===== src/hdl/lmne_pkg.sv =====
// Shared types, constants and symbol tables of the list marker numeral encoder.
`default_nettype none

package lmne_pkg;

  localparam logic [3:0] KIND_DISC           = 4'd0;
  localparam logic [3:0] KIND_CIRCLE         = 4'd1;
  localparam logic [3:0] KIND_SQUARE         = 4'd2;
  localparam logic [3:0] KIND_DECIMAL        = 4'd3;
  localparam logic [3:0] KIND_ZERO_PAD       = 4'd4;
  localparam logic [3:0] KIND_LOWER_ROMAN    = 4'd5;
  localparam logic [3:0] KIND_UPPER_ROMAN    = 4'd6;
  localparam logic [3:0] KIND_LOWER_ARMENIAN = 4'd7;
  localparam logic [3:0] KIND_UPPER_ARMENIAN = 4'd8;
  localparam logic [3:0] KIND_GEORGIAN       = 4'd9;
  localparam logic [3:0] KIND_LOWER_GREEK    = 4'd10;
  localparam logic [3:0] KIND_LOWER_LATIN    = 4'd11;
  localparam logic [3:0] KIND_UPPER_LATIN    = 4'd12;
  localparam logic [3:0] KIND_CJK            = 4'd13;
  localparam logic [3:0] KIND_TIBETAN        = 4'd14;

  localparam int NumStages = 8;
  localparam int DdBitsPerStage = 4;

  localparam logic [31:0] RECIP_26 = 32'd2643056798;
  localparam logic [31:0] RECIP_24 = 32'd2863311531;

  typedef enum logic [3:0] {
    MD_NONE, MD_BULLET, MD_DEC, MD_CJK, MD_TIB, MD_ROMAN, MD_GEO, MD_ARM, MD_LET
  } mode_e;

  typedef enum logic [1:0] {PH_SIGN, PH_BODY, PH_SUF} ph_e;

  typedef struct packed {
    mode_e           mode;
    logic [3:0]      kind;
    logic            neg;
    logic            pad;
    logic            suffix;
    logic [39:0]     mag_bcd;
    logic [31:0]     mag_bin;
    logic [39:0]     lim_bcd;
    logic [31:0]     lim_bin;
    logic [30:0]     let_val;
    logic [7:0][4:0] let_dig;
    logic [3:0]      let_n;
  } step_t;

  function automatic logic [71:0] dd_step(logic [71:0] x);
    logic [71:0] y;
    y = x;
    for (int d = 0; d < 10; d++) begin
      if (y[32+4*d +: 4] >= 4'd5) begin
        y[32+4*d +: 4] = y[32+4*d +: 4] + 4'd3;
      end
    end
    return {y[70:0], 1'b0};
  endfunction

  function automatic logic [3:0] digit_count(logic [39:0] bcd);
    logic [3:0] c;
    c = 4'd1;
    for (int i = 1; i < 10; i++) begin
      if (bcd[4*i +: 4] != 4'd0) begin
        c = 4'(i + 1);
      end
    end
    return c;
  endfunction

  function automatic logic [4:0] hi_bit(logic [9:0] m);
    logic [4:0] r;
    r = 5'd0;
    for (int i = 0; i < 10; i++) begin
      if (m[i]) begin
        r = {1'b1, 4'(i)};
      end
    end
    return r;
  endfunction

  function automatic logic [20:0] roman_sym(logic upper, logic [3:0] idx);
    logic [20:0] c;
    case (idx)
      4'd0: c = 21'h69;
      4'd1: c = 21'h76;
      4'd2: c = 21'h78;
      4'd3: c = 21'h6C;
      4'd4: c = 21'h63;
      4'd5: c = 21'h64;
      4'd6: c = 21'h6D;
      default: c = 21'h20;
    endcase
    return upper ? (c - 21'h20) : c;
  endfunction

  function automatic logic [20:0] geo_sym(logic [1:0] p, logic [3:0] x);
    logic [20:0] c;
    c = 21'h0;
    case (p)
      2'd3: begin
        case (x)
          4'd1: c = 21'h10E9; 4'd2: c = 21'h10EA; 4'd3: c = 21'h10EB;
          4'd4: c = 21'h10EC; 4'd5: c = 21'h10ED; 4'd6: c = 21'h10EE;
          4'd7: c = 21'h10F4; 4'd8: c = 21'h10EF; 4'd9: c = 21'h10F0;
          default: c = 21'h0;
        endcase
      end
      2'd2: begin
        case (x)
          4'd1: c = 21'h10E0; 4'd2: c = 21'h10E1; 4'd3: c = 21'h10E2;
          4'd4: c = 21'h10F3; 4'd5: c = 21'h10E4; 4'd6: c = 21'h10E5;
          4'd7: c = 21'h10E6; 4'd8: c = 21'h10E7; 4'd9: c = 21'h10E8;
          default: c = 21'h0;
        endcase
      end
      2'd1: begin
        case (x)
          4'd1: c = 21'h10D8; 4'd2: c = 21'h10D9; 4'd3: c = 21'h10DA;
          4'd4: c = 21'h10DB; 4'd5: c = 21'h10DC; 4'd6: c = 21'h10F2;
          4'd7: c = 21'h10DD; 4'd8: c = 21'h10DE; 4'd9: c = 21'h10DF;
          default: c = 21'h0;
        endcase
      end
      default: begin
        case (x)
          4'd1: c = 21'h10D0; 4'd2: c = 21'h10D1; 4'd3: c = 21'h10D2;
          4'd4: c = 21'h10D3; 4'd5: c = 21'h10D4; 4'd6: c = 21'h10D5;
          4'd7: c = 21'h10D6; 4'd8: c = 21'h10F1; 4'd9: c = 21'h10D7;
          default: c = 21'h0;
        endcase
      end
    endcase
    return c;
  endfunction

  function automatic logic [20:0] cjk_sym(logic [3:0] x);
    logic [20:0] c;
    case (x)
      4'd0: c = 21'h3007; 4'd1: c = 21'h4E00; 4'd2: c = 21'h4E8C;
      4'd3: c = 21'h4E09; 4'd4: c = 21'h56DB; 4'd5: c = 21'h4E94;
      4'd6: c = 21'h516D; 4'd7: c = 21'h4E03; 4'd8: c = 21'h516B;
      4'd9: c = 21'h4E5D;
      default: c = 21'h0;
    endcase
    return c;
  endfunction

endpackage

`default_nettype wire


===== src/hdl/lmne_emit.sv =====
// Marker sequencer: lays out the symbols of one converted number and sends them one code point per output beat.
`default_nettype none

module lmne_emit (
  input  wire logic            clk_i,
  input  wire logic            rst_ni,
  input  wire logic            valid_i,
  input  wire lmne_pkg::step_t data_i,
  output logic                 take_o,
  output logic                 m_axis_tvalid,
  input  wire logic            m_axis_tready,
  output logic [23:0]          m_axis_tdata,   // code_point[20:0], zero fill
  output logic                 m_axis_tlast    // last
);

  logic                busy_q, busy_d;
  lmne_pkg::ph_e       ph_q, ph_d;
  logic [3:0]          pos_q, pos_d;
  logic [1:0]          sub_q, sub_d;
  logic                sp_q, sp_d;
  lmne_pkg::mode_e     mode_q;
  logic [3:0]          kind_q;
  logic [9:0]          mask_q;
  logic [9:0][1:0]     lenm1_q;
  logic [1:0]          suflen_q;
  logic [9:0][3:0]     dig_q;
  logic [7:0][4:0]     let_q;
  logic                out_valid_q;
  logic [20:0]         cp_q;
  logic                last_q;

  lmne_pkg::mode_e     p_mode;
  logic [9:0]          p_mask;
  logic [9:0][1:0]     p_lenm1;
  logic [1:0]          p_suflen;
  logic                p_sign;
  logic [4:0]          p_top;

  logic                load;
  logic                adv;
  logic [20:0]         cp;
  logic                last;
  logic                end_pos;
  logic [4:0]          nxt;

  always_comb begin
    logic [3:0] ndig;
    logic [3:0] lw;
    logic [3:0] w;
    logic [3:0] x;
    ndig     = lmne_pkg::digit_count(data_i.mag_bcd);
    lw       = lmne_pkg::digit_count(data_i.lim_bcd);
    w        = (data_i.pad && lw > ndig) ? lw : ndig;
    p_mode   = data_i.mode;
    p_sign   = (data_i.mode == lmne_pkg::MD_DEC) && data_i.neg;
    p_mask   = 10'd0;
    p_lenm1  = '0;
    case (data_i.mode)
      lmne_pkg::MD_BULLET: p_mask = 10'd1;
      lmne_pkg::MD_DEC:    p_mask = 10'((11'd1 << w) - 11'd1);
      lmne_pkg::MD_CJK,
      lmne_pkg::MD_TIB:    p_mask = 10'((11'd1 << ndig) - 11'd1);
      lmne_pkg::MD_LET:    p_mask = 10'((11'd1 << data_i.let_n) - 11'd1);
      lmne_pkg::MD_GEO: begin
        for (int i = 0; i < 5; i++) begin
          p_mask[i] = (data_i.mag_bcd[4*i +: 4] != 4'd0);
        end
      end
      lmne_pkg::MD_ARM: begin
        for (int i = 0; i < 8; i++) begin
          p_mask[i]  = (data_i.mag_bcd[4*i +: 4] != 4'd0);
          p_lenm1[i] = (i >= 4) ? 2'd1 : 2'd0;
        end
      end
      lmne_pkg::MD_ROMAN: begin
        for (int i = 0; i < 4; i++) begin
          x = data_i.mag_bcd[4*i +: 4];
          p_mask[i] = (x != 4'd0);
          case (x)
            4'd2, 4'd4, 4'd6, 4'd9: p_lenm1[i] = 2'd1;
            4'd3, 4'd7:             p_lenm1[i] = 2'd2;
            4'd8:                   p_lenm1[i] = 2'd3;
            default:                p_lenm1[i] = 2'd0;
          endcase
        end
      end
      default: p_mask = 10'd0;
    endcase
    p_suflen = 2'd0;
    if (data_i.suffix) begin
      case (data_i.kind) inside
        lmne_pkg::KIND_DECIMAL, lmne_pkg::KIND_ZERO_PAD: p_suflen = 2'd2;
        [lmne_pkg::KIND_LOWER_ROMAN:lmne_pkg::KIND_UPPER_LATIN]: p_suflen = 2'd2;
        lmne_pkg::KIND_CJK: p_suflen = 2'd1;
        default: p_suflen = 2'd0;
      endcase
    end
    p_top = lmne_pkg::hi_bit(p_mask);
  end

  assign load   = valid_i && !busy_q;
  assign take_o = load;
  assign adv    = busy_q && (!out_valid_q || m_axis_tready);
  assign nxt    = lmne_pkg::hi_bit(mask_q & 10'((11'd1 << pos_q) - 11'd1));
  assign end_pos = (sub_q == lenm1_q[pos_q]);

  always_comb begin
    logic [3:0]  x;
    logic [4:0]  r;
    logic [3:0]  bi;
    logic        up;
    logic [20:0] off;
    x   = dig_q[pos_q];
    r   = let_q[pos_q[2:0]];
    bi  = {1'b0, pos_q[1:0], 1'b0};
    up  = (kind_q == lmne_pkg::KIND_UPPER_ROMAN) || (kind_q == lmne_pkg::KIND_UPPER_ARMENIAN);
    off = up ? 21'h0 : 21'h30;
    cp   = 21'h0;
    last = 1'b0;
    case (ph_q)
      lmne_pkg::PH_SIGN: cp = 21'h2D;
      lmne_pkg::PH_BODY: begin
        last = end_pos && !nxt[4] && (suflen_q == 2'd0);
        case (mode_q)
          lmne_pkg::MD_BULLET: begin
            case (kind_q)
              lmne_pkg::KIND_DISC:   cp = 21'h25CF;
              lmne_pkg::KIND_CIRCLE: cp = 21'h25CB;
              default:               cp = 21'h25A1;
            endcase
          end
          lmne_pkg::MD_DEC: cp = 21'h30 + 21'(x);
          lmne_pkg::MD_CJK: cp = lmne_pkg::cjk_sym(x);
          lmne_pkg::MD_TIB: cp = 21'h0F20 + 21'(x);
          lmne_pkg::MD_GEO: cp = (pos_q == 4'd4) ? 21'h10F5 : lmne_pkg::geo_sym(pos_q[1:0], x);
          lmne_pkg::MD_ROMAN: begin
            if (x == 4'd9) begin
              cp = lmne_pkg::roman_sym(up, (sub_q == 2'd0) ? bi : bi + 4'd2);
            end else if (x == 4'd4) begin
              cp = lmne_pkg::roman_sym(up, (sub_q == 2'd0) ? bi : bi + 4'd1);
            end else if (x >= 4'd5) begin
              cp = lmne_pkg::roman_sym(up, (sub_q == 2'd0) ? bi + 4'd1 : bi);
            end else begin
              cp = lmne_pkg::roman_sym(up, bi);
            end
          end
          lmne_pkg::MD_ARM: begin
            if (sub_q != 2'd0) begin
              cp = 21'h0302;
            end else begin
              case (pos_q[1:0])
                2'd3:    cp = (x == 4'd7) ? 21'h0552 + off : 21'h054B + off + 21'(x);
                2'd2:    cp = 21'h0542 + off + 21'(x);
                2'd1:    cp = 21'h0539 + off + 21'(x);
                default: cp = 21'h0530 + off + 21'(x);
              endcase
            end
          end
          lmne_pkg::MD_LET: begin
            case (kind_q)
              lmne_pkg::KIND_LOWER_GREEK:
                cp = 21'h03B1 + 21'(r) + ((r >= 5'd17) ? 21'd1 : 21'd0);
              lmne_pkg::KIND_LOWER_LATIN: cp = 21'h61 + 21'(r);
              default:                    cp = 21'h41 + 21'(r);
            endcase
          end
          default: cp = 21'h0;
        endcase
      end
      lmne_pkg::PH_SUF: begin
        last = (suflen_q == 2'd1) || sp_q;
        case (kind_q) inside
          lmne_pkg::KIND_DECIMAL, lmne_pkg::KIND_ZERO_PAD: cp = sp_q ? 21'h20 : 21'h2E;
          lmne_pkg::KIND_CJK: cp = 21'h3001;
          default: cp = sp_q ? 21'h20 : 21'h29;
        endcase
      end
      default: cp = 21'h0;
    endcase
  end

  always_comb begin
    busy_d = busy_q;
    ph_d   = ph_q;
    pos_d  = pos_q;
    sub_d  = sub_q;
    sp_d   = sp_q;
    if (load) begin
      busy_d = p_sign || (p_mask != 10'd0) || (p_suflen != 2'd0);
      ph_d   = p_sign ? lmne_pkg::PH_SIGN :
               ((p_mask != 10'd0) ? lmne_pkg::PH_BODY : lmne_pkg::PH_SUF);
      pos_d  = p_top[3:0];
      sub_d  = 2'd0;
      sp_d   = 1'b0;
    end else if (adv) begin
      case (ph_q)
        lmne_pkg::PH_SIGN: ph_d = lmne_pkg::PH_BODY;
        lmne_pkg::PH_BODY: begin
          if (!end_pos) begin
            sub_d = sub_q + 2'd1;
          end else if (nxt[4]) begin
            pos_d = nxt[3:0];
            sub_d = 2'd0;
          end else if (suflen_q != 2'd0) begin
            ph_d = lmne_pkg::PH_SUF;
            sp_d = 1'b0;
          end else begin
            busy_d = 1'b0;
          end
        end
        lmne_pkg::PH_SUF: begin
          if (last) begin
            busy_d = 1'b0;
          end else begin
            sp_d = 1'b1;
          end
        end
        default: busy_d = 1'b0;
      endcase
    end
  end

  always_ff @(posedge clk_i or negedge rst_ni) begin
    if (!rst_ni) begin
      busy_q      <= 1'b0;
      ph_q        <= lmne_pkg::PH_SIGN;
      pos_q       <= 4'd0;
      sub_q       <= 2'd0;
      sp_q        <= 1'b0;
      out_valid_q <= 1'b0;
    end else begin
      busy_q <= busy_d;
      ph_q   <= ph_d;
      pos_q  <= pos_d;
      sub_q  <= sub_d;
      sp_q   <= sp_d;
      if (adv) begin
        out_valid_q <= 1'b1;
      end else if (m_axis_tready) begin
        out_valid_q <= 1'b0;
      end
    end
  end

  always_ff @(posedge clk_i) begin
    if (load) begin
      mode_q   <= p_mode;
      kind_q   <= data_i.kind;
      mask_q   <= p_mask;
      lenm1_q  <= p_lenm1;
      suflen_q <= p_suflen;
      dig_q    <= data_i.mag_bcd;
      let_q    <= data_i.let_dig;
    end
    if (adv) begin
      cp_q   <= cp;
      last_q <= last;
    end
  end

  assign m_axis_tvalid = out_valid_q;
  assign m_axis_tdata  = {3'b0, cp_q};
  assign m_axis_tlast  = last_q;

endmodule

`default_nettype wire


===== config.mk =====
export PLATFORM = sky130hd
export DESIGN_NAME = lmne_emit
export DESIGN_NICKNAME = d
export VERILOG_FILES = /design/src/hdl/lmne_pkg.sv /design/src/hdl/lmne_emit.sv
export SDC_FILE = /design/constraint.sdc
export NUM_CORES = 1
export LEC_CHECK = 0
export ABC_AREA = 1
export ABC_CLOCK_PERIOD_IN_PS = 6600
export BUFFER_PORTS_ARGS = -buffer_cell sky130_fd_sc_hd__buf_2
export CORE_ASPECT_RATIO = 0.6
export CORE_UTILIZATION = 35
export CTS_BUF_LIST = sky130_fd_sc_hd__clkbuf_4 sky130_fd_sc_hd__clkbuf_8
export DETAILED_ROUTE_END_ITERATION = 6
export GPL_TIMING_DRIVEN = 0
export HOLD_SLACK_MARGIN = 0.05
export PLACE_DENSITY_LB_ADDON = 0.12
export SLEW_MARGIN = 10
export SYNTH_ARGS = -nofsm -noshare
export SYNTH_HDL_FRONTEND = slang
export SYNTH_SLANG_ARGS = --single-unit

===== constraint.sdc =====
create_clock -name clk_i -period 6.6 [get_ports clk_i]
set_input_delay 1.32 -clock clk_i [delete_from_list [all_inputs] [get_ports clk_i]]
set_output_delay 1.32 -clock clk_i [all_outputs]
set_load 0.02 [all_outputs]

==> key figures, run 1 <==
Outcome
  – Run status: completed

Pwr
  – PD cells: around 440 mW/mm^2
  – Maximum VDD drop: ~0.21 mV
  – Leakage Power: between 5 and 6 nW

Synthesis
  – Flops & latches, synth: approximately 140
  – Ys async rst share: under 10%
  – Count of cell types in the netlist: 64
  – Most common flop cell mapped by yosys: edfxtp_1
  – Number of flops mapped to enable cells by yosys: 125
  – Post-synthesis instance area: around 0.0097 sq mm
  – Sequential fraction of the synthesis area: 41.5%
  – Mean Syn Cell Area: between 7 and 8 sq um
  – Number of warnings printed during yosys synthesis: 0
  – Synthesized netlist cell count: ~1,300

Global routing
  – Number of antenna violations at the first check in global routing: 0
  – Via count of the first global-routing pass: around 8,500
  – Total gr overflow: 0
  – Maximum number of pins on one net before global-route repair: between 60 and 70
  – Wire length of the first global-routing pass: approximately 50,000 um
  – Overall fraction of global-route tracks in use: 23.2%

Setup path
  – Critical Path Most Common Cell: inv_1
  – Maximum fanout count along the critical path: 12
  – Worst setup startpoint: pos_q[1]$_DFFE_PN0P_
  – Crit-path cells: inv_1 > clkbuf_1 > buf_2 > nor2_1 > o22ai_1 > nand2_1 > nand3_2 > inv_1 > ha_1 > inv_1 > nor2_1 > inv_1 > nand2_1 > o21ai_0 > o21ai_0 > a211oi_1 > o2111ai_1 > nand2_1 > a21oi_1
  – Arrival @ worst endpoint: roughly 5.1 ns
  – Worst endpoint required time: 6.81 ns
  – Capturing element type of the critical path: flop
  – Slowest library cell on the worst path: dfrtp_1
  – Worst flop-to-flop path startpoint: pos_q[1]$_DFFE_PN0P_
  – Setup crit start kind: flop
  – Slowest Stage Delay on Critical Path: about 0.52 ns
  – Critical path class: reg2reg

STA
  – Final Hold Slack: 0.509 ns
  – Final Setup Violations: 0
  – Max frequency: a little over 200 MHz
  – Worst Tran Pin Value: just under 1 ns
  – Setup Skew: between 0.015 and 0.02 ns
  – Final number of max-transition violations: 0
  – Slew margin rel.: 32.9%
  – Setup slack of the critical path after layout: ~1.7 ns
  – RSZ-0062 raised after global routing: false
  – Clock period minus worst slack: 4.87 ns
  – Final clock period utilization by the worst path: between 70% and 80%
  – Setup tns final: 0 ns
  – Hold violation total from the final report: 0

Run
  – Count of maximum capacitance violations: 0

Cells and area
  – Fraction of the core area covered by cells at the end of the flow: roughly 43%
  – Post-route non-filler standard cell count: approximately 1,800
  – Number of inserted diodes: 0
  – Most common cell after layout, fill and taps aside: nand2_1
  – Area growth syn-to-layout: 17.4%
  – Leading cell types in the layout, fill and taps excluded: 244 x nand2_1, 182 x nor2_1, 173 x inv_1, 165 x buf_2, 125 x edfxtp_1
  – Fraction of final layout cells with drive strength greater than 1: roughly a fifth
  – Nets: between 1,500 and 2,000

Detailed routing
  – DRC violations left: 0
  – Vias after detailed routing: a little over 9,000
  – Avg WL per Cell: between 15 and 20 um
  – Final Routed Wirelength: 32,100 um
  – ANT nets after route: 0
  – Vias/cell: between 5 and 6
  – DRT Pass-1 Iters: 6
  – Violation count after the first detailed-routing iteration: between 1,000 and 1,500

CTS
  – CTS Buf Count: 17
  – Resized Gates After CTS: 0
  – Clock root buffer: clkbuf_8
  – TritonCTS clock tree: done
  – Post-CTS Setup Repair Bufs: 0
  – Number of clock sinks: approximately 140
  – CTS clock-pin slew for the worst setup and hold paths: ~0.090 ns
  – Cts-stage hold buffer count: 0
  – Max H-tree Level: 4
  – Maximum clock insertion buffer count: 2
  – Clock latency reported for the late side of the worst-skew pair: between 0.4 and 0.5 ns

Min path
  – Worst hold path startpoint: m_axis_tvalid$_DFFE_PN0P_
  – Worst min path class: reg2reg

Floorplan
  – I/O pin count: approximately 260
  – Die width: roughly 220 um
  – Initial core utilization: approximately 36%
  – Height of the chip: 131 um
  – Core Box Area: ~0.027 sq mm
  – Number of rows in the core area: 46
  – Die footprint: between 0.02 and 0.03 sq mm

Placement
  – Placed insts: about 1,800
  – Global placement routability congestion: roughly 1.0
  – Post-DP HPWL: around 26,000 um
  – Number of port buffers: around 150
  – Pre-CTS setup slack: between 1 and 1.5 ns
-- path summary, 6_finish.rpt --
check	end	slack (ns)	depth (start not counted)
max	cp_q[5]$_DFFE_PP_	1.73	19
min	m_axis_tvalid$_DFFE_PN0P_	0.51	2
max reg2reg	cp_q[5]$_DFFE_PP_	1.73	19
min reg2reg	m_axis_tvalid$_DFFE_PN0P_	0.51	2
max in group asynchronous	pos_q[3]$_DFFE_PN0P_	5.60	1
min in group asynchronous	sub_q[0]$_DFFE_PN0P_	0.74	1
-- area by class of cell --
type	instances	area (sq um)
plain buffers	33	189
flip-flops and latches	136	4030
inverters	192	733
clock buffers	17	234
fillers	2772	15400
well taps	360	450
clock inverters	15	175
multi-input cells	905	4810
repair buffers	153	788
-- cells in the mapped netlist, types with 12 or more instances --
cell,instances,area share [%]
a21oi_1,58,3.0
buf_2,13,0.67
ha_1,41,5.3
nand2_2,14,0.90
a31oi_1,13,0.84
o22ai_1,34,2.2
o21ai_0,94,4.8
nor3_1,22,1.1
inv_1,173,6.7
o211ai_1,15,1.2
nor2_1,182,7.0
nor2_2,12,0.77
edfxtp_1,125,39
inv_2,14,0.54
nand2_1,244,9.4
nand3_1,53,2.7
o21ai_1,13,0.67
-- per-layer routing --
metal | GRT usage [%] | share of wire (%) | wire length [um] | vias up
li1 | - | - | - | 4602
met1 | 36.7 | 52 | 16700 | 4264
met5 | 0 | 0 | 0 | -
met4 | 3.69 | 0.65 | 209 | 0
met3 | 6.18 | 9.5 | 3040 | 20
met2 | 31.1 | 38 | 12100 | 389
-- power by group --
group          internal, mW  switching (mW)  leakage [nW]
Combinational         0.874            2.16          3.56
Clock                 0.375           0.370         0.197
Sequential             1.18          0.0951          1.31
Total                  2.43            2.62          5.06
-- sequential cells by signal (all words and copies together), names as in the netlist, 2 cells and up --
name and flops:
lenm1_q 9, let_q 40, cp_q 15, ph_q 2, dig_q 40, pos_q 4, mask_q 10, mode_q 4
suflen_q 2, sub_q 2, kind_q 4
-- cells by family after synthesis --
kind of cell,after synthesis,share of synthesized area (%)
other,2,0.0773
and+or+nand+nor,572,26.2
buffers and inverters,225,9.44
AOI/OAI and AO/OA,278,17.3
DFF,136,41.5
adders and majority gates,41,5.28
xor gates and xnor gates,3,0.270
-- per-stage QoR --
| step | total power [mW] | cell area, sq um |
|---|---|---|
| after global placement | 4.29 | 11000 |
| final | 5.05 | 11400 |
| after global routing | 5.45 | 11400 |
| after CTS | 4.98 | 11400 |
| after floorplan | 3.29 | 9750 |
| after detailed placement | 4.22 | 11000 |
-- critical path: cells and delay by family, from the launching register on --
| kind | cells | cell delay, ns |
|---|---|---|
| AOI/OAI and AO/OA | 6 | 1.31 |
| buffers and inverters | 6 | 1.71 |
| DFF | 1 | 0.52 |
| adders and majority gates | 1 | 0.27 |
| and+or+nand+nor | 6 | 0.79 |
Note: power is estimated with default switching activity, not from simulation.
==> run 2, diff against run 1 <==
--- a/config.mk
+++ b/config.mk
@@ -5,8 +5,8 @@
 export SDC_FILE = /design/constraint.sdc
 export NUM_CORES = 1
 export LEC_CHECK = 0
-export ABC_AREA = 1
-export ABC_CLOCK_PERIOD_IN_PS = 6600
+export ABC_AREA = 0
+export ABC_CLOCK_PERIOD_IN_PS = 5030
 export BUFFER_PORTS_ARGS = -buffer_cell sky130_fd_sc_hd__buf_2
 export CORE_ASPECT_RATIO = 0.6
 export CORE_UTILIZATION = 35
==> constraint.sdc (replaced) <==
create_clock -name clk_i -period 5.03 [get_ports clk_i]
set_input_delay 1.006 -clock clk_i [delete_from_list [all_inputs] [get_ports clk_i]]
set_output_delay 1.006 -clock clk_i [all_outputs]
set_load 0.02 [all_outputs]
==> run 2 against run 1 <==
Against the previous run:
- critical path depth increased by 3
- wire length increased by 1.7%
- power is 32% higher
- synthesized cell count fell by 22%
- global-route usage barely moved
- setup slack worse by 1.6 ns
- sequential power is 29% higher
- highest routed layer unchanged
==> key figures, run 2 <==
Cells and area
  – Fraction of final layout cells with drive strength greater than 1: 28.0%
  – Leading cell types in the layout, fill and taps excluded: 151 x buf_2, 125 x edfxtp_1, 99 x nand2_1, 70 x nor2_1, 67 x a21oi_1
  – Most common cell after layout, fill and taps aside: buf_2
  – Largest registers: dig_q (40), let_q (40), cp_q (15)
  – Nets: approximately 1,500
  – Number of inserted diodes: 0
  – Area growth syn-to-layout: 23.3%

Synthesis
  – Most common flop cell mapped by yosys: edfxtp_1
  – Number of warnings printed during yosys synthesis: 0
  – Sequential fraction of the synthesis area: between 40% and 50%
  – Mean Syn Cell Area: 9.81 sq um
  – Synthesized netlist cell count: slightly below 1,000
  – Count of cell types in the netlist: 95
  – Most repeated cell in the gate-level netlist after synthesis: edfxtp_1
  – Top post-synthesis cells by area: edfxtp_1 39%, ha_1 5.3%, mux4_2 4.5%
  – Number of flops mapped to enable cells by yosys: 125
  – Flops & latches, synth: 136
  – Most frequent cells after synthesis: 125 x edfxtp_1, 100 x nand2_1, 71 x nor2_1
  – Area share of the largest cell type after synthesis: between 30% and 40%
  – Area leader, netlist: edfxtp_1
  – Ys async rst share: between 8 and 9%
  – Post-synthesis instance area: about 0.0096 sq mm

Setup path
  – Critical path class: in2reg
  – Maximum fanout count along the critical path: 6
  – Arrival @ worst endpoint: 5.26 ns
  – R2R cell count: 19
  – Capturing element type of the critical path: flop
  – Setup crit start kind: input port
  – Worst endpoint required time: between 5 and 6 ns

CTS
  – TritonCTS clock tree: done
  – Clock latency reported for the late side of the worst-skew pair: roughly 0.46 ns
  – CTS Buf Count: 17
  – CTS clock-pin slew for the worst setup and hold paths: about 0.080 ns
  – Max H-tree Level: 4
  – Clock root buffer: clkbuf_8
  – Maximum clock insertion buffer count: 2
  – Number of clock sinks: 136

Floorplan
  – Height of the chip: roughly 130 um
  – Die width: around 220 um
  – Die footprint: between 0.02 and 0.03 sq mm
  – I/O pin count: between 200 and 300
  – Core Box Area: about 0.027 sq mm
  – Number of rows in the core area: 46
  – Initial core utilization: between 30% and 40%

Pwr
  – Maximum VDD drop: between 0.2 and 0.25 mV
  – PD cells: around 560 mW/mm^2
  – Net switching share of the total power: 48.0%
  – Clk pwr share: between 10% and 20%
  – Internal power summed over all cells: approximately 3.5 mW
  – Net switching power figure: around 3.2 mW
  – Leakage Power: between 4 and 5 nW
  – Combinational fraction of design power: between 60% and 70%
  – Seq pwr share: around a quarter

Min path
  – Worst min path class: in2async

Detailed routing
  – DRC violations left: 0
  – ANT nets after route: 0
  – Final Routed Wirelength: 32,700 um
  – Violation count after the first detailed-routing iteration: roughly 1,000
  – Vias after detailed routing: between 8,000 and 9,000
  – DRT Pass-1 Iters: 7
  – Vias/cell: between 5 and 6
  – Avg WL per Cell: 20.9 um

STA
  – Final Setup Violations: 0
  – Final Hold Slack: around 0.42 ns
  – Final number of max-transition violations: 0
  – Setup slack of the critical path after layout: approximately 0.096 ns
  – Setup tns final: 0 ns
  – Final clock period utilization by the worst path: between 90% and 100%
  – Worst Tran Pin Value: 0.865 ns
  – Setup Skew: about 0.014 ns
  – Clock period minus worst slack: a little under 5 ns
  – Max frequency: 203 MHz
  – Hold violation total from the final report: 0
  – Slew margin rel.: 42.1%
  – RSZ-0062 raised after global routing: true

Global routing
  – Via count of the first global-routing pass: around 8,100
  – Overall fraction of global-route tracks in use: 23.2%
  – Number of antenna violations at the first check in global routing: 1
  – Total gr overflow: 0
  – Maximum number of pins on one net before global-route repair: between 90 and 100
  – Wire length of the first global-routing pass: approximately 49,000 um

Placement
  – Pre-CTS setup slack: -1.43 ns
  – Number of port buffers: 150
  – Global placement routability congestion: roughly 0.97
  – Post-DP HPWL: roughly 25,000 um

Run
  – Count of maximum capacitance violations: 0

Outcome
  – Run status: completed
-- run 2: changes by cell type in the layout (fill, tap and decap cells not counted), sizes merged, moves of 34 or more --
| cell | previous run | this run |
|---|---|---|
| nand2 | 264 | 100 |
| inv | 192 | 45 |
| nor2 | 200 | 73 |
| o21ai | 109 | 66 |
| clkbuf | 24 | 59 |
| nand3 | 60 | 26 |
-- run 2: area by class of cell --
| class | instances | area (sq um) |
|---|---|---|
| clock buffers | 20 | 256 |
| multi-input cells | 752 | 5450 |
| flip-flops and latches | 136 | 4030 |
| well taps | 360 | 450 |
| inverters | 43 | 170 |
| clock inverters | 12 | 168 |
| plain buffers | 56 | 285 |
| repair buffers | 184 | 1030 |
| fillers | 2614 | 14800 |
-- run 2: cell families (layout without fill, tap and decap cells) --
kind of cell	after synthesis	count (layout)	synth area share [%]
other cells	2	11	0.0782
xor+xnor	14	14	1.36
flops	136	136	42.0
buf+inv	100	315	4.40
simple gates	346	346	18.5
fa+ha+maj	42	42	5.46
mux	39	39	6.67
compound gates	300	300	21.6
-- run 2: worst paths after layout --
| kind | to | slack [ns] | start |
|---|---|---|---|
| worst max-delay path | pos_q[2]$_DFFE_PN0P_ | 0.1 | data_i[189] |
| worst min-delay path | ph_q[1]$_DFFE_PN0P_ | 0.42 | rst_ni |
| worst max register to register | sp_q$_DFFE_PN0P_ | 0.28 | pos_q[1]$_DFFE_PN0P_ |
| worst min register to register | m_axis_tvalid$_DFFE_PN0P_ | 0.52 | m_axis_tvalid$_DFFE_PN0P_ |
| max in group asynchronous | pos_q[0]$_DFFE_PN0P_ | 4.33 | rst_ni |
| min in group clk_i | m_axis_tvalid$_DFFE_PN0P_ | 0.52 | m_axis_tvalid$_DFFE_PN0P_ |
-- run 2: what timing repair did --
action,in CTS,in global routing
setup buffers,8,25
pin swaps,5,19
gates resized for setup,32,36
hold buffers,0,0
setup endpoints to repair,22,15
-- run 2: critical path, cell delays in order --
cell and delay, ns:
buf_2 0.12, or4_4 0.58, o21ai_2 0.13, a21boi_1 0.08, o21a_2 0.23, o21ai_4 0.20, inv_2 0.06, ha_1 0.20
maj3_2 0.35, o21a_4 0.24, nor2_8 0.16, o21ai_2 0.10, nor2_4 0.12, o21ai_1 0.09, ha_2 0.23, or2_4 0.29
a211o_1 0.27, o311a_1 0.16, or2_4 0.28, o2111ai_4 0.11, a2bb2oi_2 0.20, o21ai_1 0.07
-- run 2: per-stage QoR --
step	power, mW	area, sq um	cells	util [%]
floorplan	4.23	9650	988	-
global placement	5.51	10900	1498	40.7
detailed placement	5.43	10900	1499	40.9
CTS	6.50	11500	1538	43.3
global route	7.10	11800	1563	44.4
finish	6.65	11800	1563	44.4
-- run 2: power groups by stage --
stage / registers, mW / logic [mW] / clock network [mW]
after global routing: 1.68 / 4.38 / 1.04
final: 1.65 / 4.03 / 0.970
after CTS: 1.65 / 3.85 / 1.01
after global placement: 1.68 / 3.82 / 0
after floorplan: 1.71 / 2.52 / 0
after detailed placement: 1.67 / 3.76 / 0
-- run 2: per-layer routing --
| layer | part of all wire [%] | GRT usage, % | up-vias |
|---|---|---|---|
| met5 | 0 | 0 | - |
| met4 | 0.61 | 4.21 | 0 |
| met3 | 10 | 7.81 | 16 |
| met2 | 38 | 30.5 | 414 |
| met1 | 51 | 35.9 | 4253 |
| li1 | - | - | 4197 |
